`config.mk`:
```
export PLATFORM = sky130hd
export DESIGN_NAME = xml_text_escaper_top
export DESIGN_NICKNAME = d
export VERILOG_FILES = /design/src/hdl/xte_pkg.sv /design/src/hdl/xml_text_escaper_top.sv /design/src/hdl/xte_fifo.sv /design/src/hdl/xte_front.sv /design/src/hdl/xte_back.sv
export SDC_FILE = /design/constraint.sdc
export NUM_CORES = 1
export LEC_CHECK = 0
export ABC_AREA = 1
export ABC_CLOCK_PERIOD_IN_PS = 2590
export BUFFER_PORTS_ARGS = -buffer_cell sky130_fd_sc_hd__buf_2
export CAP_MARGIN = 20
export CORE_MARGIN = 2
export CORE_UTILIZATION = 35
export DETAILED_ROUTE_END_ITERATION = 7
export PLACE_DENSITY = 0.53
export SETUP_SLACK_MARGIN = 0.5
export SLEW_MARGIN = 10
export SYNTH_ARGS = -nofsm -noshare
export SYNTH_HDL_FRONTEND = slang
export SYNTH_SLANG_ARGS = --single-unit
export TNS_END_PERCENT = 100
```
`constraint.sdc`:
```
create_clock -name clk -period 2.59 [get_ports clk]
set_input_delay 0 -clock clk [delete_from_list [all_inputs] [get_ports clk]]
set_output_delay 0 -clock clk [all_outputs]
set_load 0.02 [all_outputs]
```
`src/hdl/xte_pkg.sv`:
```
package xte_pkg;

  localparam int QUEUE_DEPTH = 4;

  typedef enum logic [2:0] {
    K_PLAIN,
    K_AMP,
    K_LT,
    K_GT,
    K_APOS,
    K_QUOT,
    K_NUM
  } kind_t;

  // data holds the raw byte for plain, or {2'b0, tens, ones} for a numeric reference
  typedef struct packed {
    kind_t      kind;
    logic [7:0] data;
  } tok_t;

  function automatic tok_t classify(input logic [7:0] b);
    tok_t       t;
    logic [4:0] v;
    logic [4:0] ones;
    logic [1:0] tens;
    v    = b[4:0];
    tens = 2'd0;
    ones = v;
    if (v >= 5'd30) begin
      tens = 2'd3;
      ones = v - 5'd30;
    end else if (v >= 5'd20) begin
      tens = 2'd2;
      ones = v - 5'd20;
    end else if (v >= 5'd10) begin
      tens = 2'd1;
      ones = v - 5'd10;
    end
    t.kind = K_PLAIN;
    t.data = b;
    case (b)
      8'h26: t.kind = K_AMP;
      8'h3c: t.kind = K_LT;
      8'h3e: t.kind = K_GT;
      8'h27: t.kind = K_APOS;
      8'h22: t.kind = K_QUOT;
      default: begin
        if (b inside {8'h20, 8'h09, 8'h0d, 8'h0a}) begin
          t.kind = K_PLAIN;
        end else if (b < 8'h20) begin
          t.kind = K_NUM;
          t.data = {2'b00, tens, ones[3:0]};
        end
      end
    endcase
    return t;
  endfunction

  function automatic logic [2:0] seq_len(input kind_t k);
    logic [2:0] n;
    case (k)
      K_PLAIN: n = 3'd1;
      K_AMP:   n = 3'd5;
      K_LT:    n = 3'd4;
      K_GT:    n = 3'd4;
      K_APOS:  n = 3'd6;
      K_QUOT:  n = 3'd6;
      K_NUM:   n = 3'd5;
      default: n = 3'd1;
    endcase
    return n;
  endfunction

  function automatic logic [7:0] seq_byte(input tok_t t, input logic [2:0] idx);
    logic [7:0] r;
    r = 8'h3b;
    if (idx == 3'd0) begin
      r = 8'h26;
    end
    case (t.kind)
      K_PLAIN: r = t.data;
      K_AMP: begin
        case (idx)
          3'd1: r = 8'h61;
          3'd2: r = 8'h6d;
          3'd3: r = 8'h70;
          default: ;
        endcase
      end
      K_LT: begin
        case (idx)
          3'd1: r = 8'h6c;
          3'd2: r = 8'h74;
          default: ;
        endcase
      end
      K_GT: begin
        case (idx)
          3'd1: r = 8'h67;
          3'd2: r = 8'h74;
          default: ;
        endcase
      end
      K_APOS: begin
        case (idx)
          3'd1: r = 8'h61;
          3'd2: r = 8'h70;
          3'd3: r = 8'h6f;
          3'd4: r = 8'h73;
          default: ;
        endcase
      end
      K_QUOT: begin
        case (idx)
          3'd1: r = 8'h71;
          3'd2: r = 8'h75;
          3'd3: r = 8'h6f;
          3'd4: r = 8'h74;
          default: ;
        endcase
      end
      K_NUM: begin
        case (idx)
          3'd1: r = 8'h23;
          3'd2: r = {6'b001100, t.data[5:4]};
          3'd3: r = {4'b0011, t.data[3:0]};
          default: ;
        endcase
      end
      default: r = t.data;
    endcase
    return r;
  endfunction

endpackage

```
`src/hdl/xml_text_escaper_top.sv`:
```
// XML text escaper: one text byte in per transfer, its escaped form out one byte per
// transfer with last set on the final byte. The block sustains one byte per cycle on a
// stream of plain bytes while out_ready holds. An escaped byte (&, <, >, ', ", or a
// control byte other than tab, CR and LF) produces 4 to 6 output bytes, one per cycle
// while out_ready holds, set by the back-end sequencer that walks each entry of the token
// queue; while it does, input keeps being accepted until the queue (QDEPTH entries)
// fills. An accepted byte passes through the token queue, then the output register.
module xml_text_escaper_top
  import xte_pkg::*;
#(
  parameter int QDEPTH = QUEUE_DEPTH
) (
  input  logic       clk,
  input  logic       rst,
  input  logic       in_valid,
  output logic       in_ready,
  input  logic [7:0] in_byte,
  output logic       out_valid,
  input  logic       out_ready,
  output logic [7:0] out_byte,
  output logic       last
);

  logic q_full;
  logic q_push;
  tok_t q_tok;
  logic q_empty;
  logic q_pop;
  tok_t q_head;

  xte_front u_front (
    .in_valid (in_valid),
    .in_ready (in_ready),
    .in_byte  (in_byte),
    .q_full   (q_full),
    .q_push   (q_push),
    .q_tok    (q_tok)
  );

  xte_fifo #(
    .DEPTH (QDEPTH)
  ) u_fifo (
    .clk    (clk),
    .rst    (rst),
    .push   (q_push),
    .wr_tok (q_tok),
    .full   (q_full),
    .pop    (q_pop),
    .head   (q_head),
    .empty  (q_empty)
  );

  xte_back u_back (
    .clk       (clk),
    .rst       (rst),
    .q_empty   (q_empty),
    .q_head    (q_head),
    .q_pop     (q_pop),
    .out_valid (out_valid),
    .out_ready (out_ready),
    .out_byte  (out_byte),
    .last      (last)
  );

endmodule

```
`src/hdl/xte_fifo.sv`:
```
module xte_fifo
  import xte_pkg::*;
#(
  parameter int DEPTH = QUEUE_DEPTH
) (
  input  logic clk,
  input  logic rst,
  input  logic push,
  input  tok_t wr_tok,
  output logic full,
  input  logic pop,
  output tok_t head,
  output logic empty
);

  localparam int AW = (DEPTH > 1) ? $clog2(DEPTH) : 1;
  localparam int CW = $clog2(DEPTH + 1);
  localparam logic [AW-1:0] LAST_PTR = AW'(DEPTH - 1);
  localparam logic [CW-1:0] FULL_CNT = CW'(DEPTH);

  tok_t          mem [DEPTH];
  logic [AW-1:0] wr_ptr;
  logic [AW-1:0] rd_ptr;
  logic [CW-1:0] count;
  logic          do_push;
  logic          do_pop;

  assign full    = (count == FULL_CNT);
  assign empty   = (count == '0);
  assign head    = mem[rd_ptr];
  assign do_push = push && !full;
  assign do_pop  = pop && !empty;

  always_ff @(posedge clk) begin
    if (do_push) begin
      mem[wr_ptr] <= wr_tok;
    end
  end

  always_ff @(posedge clk) begin
    if (rst) begin
      wr_ptr <= '0;
      rd_ptr <= '0;
      count  <= '0;
    end else begin
      if (do_push) begin
        wr_ptr <= (wr_ptr == LAST_PTR) ? '0 : wr_ptr + 1'b1;
      end
      if (do_pop) begin
        rd_ptr <= (rd_ptr == LAST_PTR) ? '0 : rd_ptr + 1'b1;
      end
      if (do_push && !do_pop) begin
        count <= count + 1'b1;
      end else if (do_pop && !do_push) begin
        count <= count - 1'b1;
      end
    end
  end

endmodule

```
`src/hdl/xte_front.sv`:
```
module xte_front
  import xte_pkg::*;
(
  input  logic       in_valid,
  output logic       in_ready,
  input  logic [7:0] in_byte,
  input  logic       q_full,
  output logic       q_push,
  output tok_t       q_tok
);

  // one queue entry per accepted byte, already sorted into its escape kind
  assign in_ready = !q_full;
  assign q_push   = in_valid && !q_full;
  assign q_tok    = classify(in_byte);

endmodule

```
`src/hdl/xte_back.sv`:
```
module xte_back
  import xte_pkg::*;
(
  input  logic       clk,
  input  logic       rst,
  input  logic       q_empty,
  input  tok_t       q_head,
  output logic       q_pop,
  output logic       out_valid,
  input  logic       out_ready,
  output logic [7:0] out_byte,
  output logic       last
);

  logic [2:0] idx;
  logic [2:0] idx_next;
  logic       load;
  logic       at_end;

  // output register may take a new byte when empty or being drained
  assign load     = !q_empty && (!out_valid || out_ready);
  assign at_end   = (idx == seq_len(q_head.kind) - 3'd1);
  assign q_pop    = load && at_end;
  assign idx_next = at_end ? 3'd0 : idx + 3'd1;

  always_ff @(posedge clk) begin
    if (rst) begin
      out_valid <= 1'b0;
      idx       <= 3'd0;
    end else if (load) begin
      out_valid <= 1'b1;
      idx       <= idx_next;
    end else if (out_ready) begin
      out_valid <= 1'b0;
    end
  end

  always_ff @(posedge clk) begin
    if (load) begin
      out_byte <= seq_byte(q_head, idx);
      last     <= at_end;
    end
  end

endmodule

```
==> summary.md <==
| Metric | Value |
|---|---|
| Status | `finished, final reports clean` |
| Pin count of the biggest net entering global routing | `17` |
| Insertion delay to the later sink of the worst-skew pair | `around 0.34 ns` |
| Post-synth EDFFs | `53` |
| Die width | `approximately 110 µm` |
| Finish-stage setup viols | `0` |
| Core box area | `slightly above 10000 µm²` |
| H-tree depth | `3` |
| Post-route ant nets | `0` |
| Wire per inst | `13.3 µm` |
| Net Sw Power | `between 2 and 3 mW` |
| Final Max Slew Viols | `0` |
| Synth cell types | `32` |
| Vias | `roughly 3200` |
| Clock Pin Slew Worst Setup and Hold Paths | `about 0.080 ns` |
| Cell area after synthesis | `3700 µm²` |
| Clock power frac | `0.186` |
| Syn Area/Cell | `~8.4 µm²` |
| Unrepaired setup endpoints after global routing | `true` |
| Post-synth top flop | `edfxtp_1` |
| Async SR Flop Fraction | `0` |
| Max IR drop VDD | `a little under 400 µV` |
| Crit path kind | `reg2reg` |
| Startpoint Class | `register` |
| Final RePlAce weighted congestion | `around 0.94` |
| Worst path cell trace | `buf_6, inv_8, nand2_4, nand3_4, nand2_4, nand2_4, nand2_4, inv_2, nand2_2, nand2_4, nand3_4, ha_4, inv_4, fa_2, nor2_1, nor2_1, nand2_1, o21ai_1, a21oi_1` |
| Non-Filler Instances | `644` |
| Post-synth top area cell | `edfxtp_1` |
| Share of layout cells above drive strength 1 | `0.254` |
| Power, Total | `approximately 5.9 mW` |
| Worst-margin pin slew | `between 0.4 and 0.5 ns` |
| Filler cells | `about 1000` |
| Global Route Usage Sum | `0.155` |
| Die Y | `approximately 110 µm` |
| Vias per cell | `roughly 5` |
| Leak Pwr | `2.08 nW` |
| CTS tree | `built` |
| Synth top area cells | `edfxtp_1 43%, nand2_1 11%, dfxtp_1 7.0%` |
| Critical path's largest stage delay | `about 0.42 ns` |
| Clock skew | `~0.0059 ns` |
| PortBufs | `22` |
| Initial Util | `0.360` |
| Shortest period the worst path allows | `approximately 2.2 ns` |
| Setup_tns | `0 ns` |
| Seq/Total Area, Yosys | `0.501` |
| Area of the multi-input gates | `1720 µm²` |
| Yosys warns | `0` |
| Post-synthesis register bit count | `66` |
| Count leader, synth | `nand2_1` |
| Post-synth top area share | `0.430` |
| CTS Root Cell | `clkbuf_8` |
| Setup crit end kind | `register` |
| Mapped Cells | `438` |
| Class of the worst hold path | `in2reg` |
| Gr ovfl total | `0` |
| Final Hold Fails | `0` |
| DRC Markers | `0` |
| Internal Pwr Total | `around 3.4 mW` |
| Critical path fanouts, max | `6` |
| Logic pwr share | `0.540` |
| Most Frequent Cell on Critical Path | `nand2_4` |
| Row cnt | `37` |
| Clk sink count | `66` |
| Period utilisation layout | `0.852` |
| Final nets | `approximately 530` |
| Antenna fix cells | `0` |
| Total die area | `11400 µm²` |
| First-pass GRT wire length | `roughly 14000 µm` |
| DRT iter0 DRCs | `~190` |
| Area grow syn2layout | `27.3%` |
| Total CTS buffers | `9` |
| Total nets after synthesis | `around 470` |
| Seq pwr share | `0.274` |
| Achievable Freq | `roughly 450 MHz` |
| Vias in the first global route | `approximately 3000` |
| Hold Startpoint | `out_ready` |
| Worst Path Arrival | `about 2.5 ns` |
| Slowest CP cell | `dfxtp_4` |
| HPWL Detailed | `5940 µm` |
| CTS max path bufs | `2` |
| Sequential Area | `around 1900 µm²` |
| IO Pins | `23` |
| WP data required | `~2.9 ns` |
| Final wirelength | `8540 µm` |
| Initial antenna violation count | `0` |
| Share of total power consumed by net switching | `0.428` |
| Initial DRT Pass Iterations | `4` |
| Slew headroom | `0.676` |
| Dpl cells | `between 500 and 600` |
| Commonest cells in the netlist | `109 x nand2_1, 58 x inv_1, 53 x edfxtp_1` |
| Max_cap viols | `0` |
| Pwr dens | `around 1200 nW/µm²` |
-- state kept, by name, summed over array words and instances, names as in the netlist, named ones only --
name              cells
u_back.idx            3
u_back.out_valid      1
u_back.out_byte       8
u_fifo.count          3
u_fifo.mem           44
u_back.last           1
u_fifo.rd_ptr         2
u_fifo.wr_ptr         2
-- cell usage in the layout, fill, tap and decap left out, types with 2 or more instances in the layout --
cell and count:
nand2_1 95, inv_1 54, edfxtp_1 53, nor2_1 40, nand3_1 37, buf_4 29, o21ai_0 28, buf_2 22
a21oi_1 18, ha_1 17, nand2_4 13, nand2_2 13, clkbuf_8 9, dfxtp_1 9, nand4_1 6, nand3_2 6
buf_6 6, inv_2 5, inv_4 4, o22ai_1 4, o21ai_1 4, dlygate4sd3_1 4, nand3_4 3, a22oi_1 3
bufinv_16 3, clkinv_4 3, inv_8 2, a31oi_1 2, dfxtp_4 2, dfxtp_2 2
-- through the flow --
stage	util	area, µm²	hold slack [ns]	worst slack [ns]
6_report	0.458	4710	0.0333	0.383
3_5_place_dp	0.392	4030	0.189	0.0745
4_1_cts	0.441	4540	0.0121	0.425
5_1_grt	0.458	4710	0.0691	0.262
3_3_place_gp	0.392	4030	0.180	0.156
2_1_floorplan	-	3740	0.0785	0.475
-- cell type report --
cell class | count | share of cell area
Clock inverter | 7 | 0.0266
Multi-Input combinational cell | 300 | 0.366
Tap cell | 136 | 0.0361
Clock buffer | 9 | 0.0263
Sequential cell | 66 | 0.395
Timing Repair Buffer | 61 | 0.0925
Inverter | 63 | 0.0534
Timing Repair inverter | 2 | 0.00372
-- worst max-delay path, delay by kind of cell, from the launching register on --
family,cells,cell delay [ns]
DFF,1,0.42
AOI/OAI and AO/OA,2,0.17
and+or+nand+nor,11,0.84
adders and majority gates,2,0.47
buffers and inverters,4,0.23
-- power groups by stage --
| stage | Clock (mW) | Sequential (mW) | Combinational (mW) |
|---|---|---|---|
| 2_1_floorplan | 0 | 1.68 | 1.75 |
| 3_3_place_gp | 0 | 1.60 | 2.44 |
| 3_5_place_dp | 0 | 1.60 | 2.46 |
| 4_1_cts | 1.11 | 1.59 | 2.87 |
| 5_1_grt | 1.16 | 1.63 | 3.51 |
| 6_report | 1.09 | 1.60 | 3.16 |
-- kinds of logic after synthesis --
kind of cell / share of synthesized area
buffers and inverters: 0.0809
flip-flops: 0.501
AND/OR/NAND/NOR: 0.256
XOR/XNOR: 0.00237
AO/OA/AOI/OAI: 0.0937
adder cells (fa/ha/maj): 0.0663
-- per-layer routing --
layer  up-vias  GRT usage  routed length [µm]
li1       1582          -                   -
met1      1466      0.178                3650
met2        81      0.267                4250
met3        26     0.0298                 349
met4         0     0.0900                 300
met5         -          0                   0
-- worst paths after layout --
check,to,slack [ns],cells after the start
max,u_fifo.count[2],0.38,19
min reg2reg,register,0.53,4
min,u_back.out_valid,0.03,4
max reg2reg,u_fifo.count[2],0.38,19
-- what timing repair did --
item / 4_1_cts / 5_1_grt
hold endpoints to repair: 13 / 0
hold buffers: 4 / 0
setup buffers: 19 / 6
pin swaps: 8 / 16
gates resized for setup: 21 / 35
cloned: 2 / 0
setup endpoints to repair: 5 / 6
(Power assumes the default switching activity.)
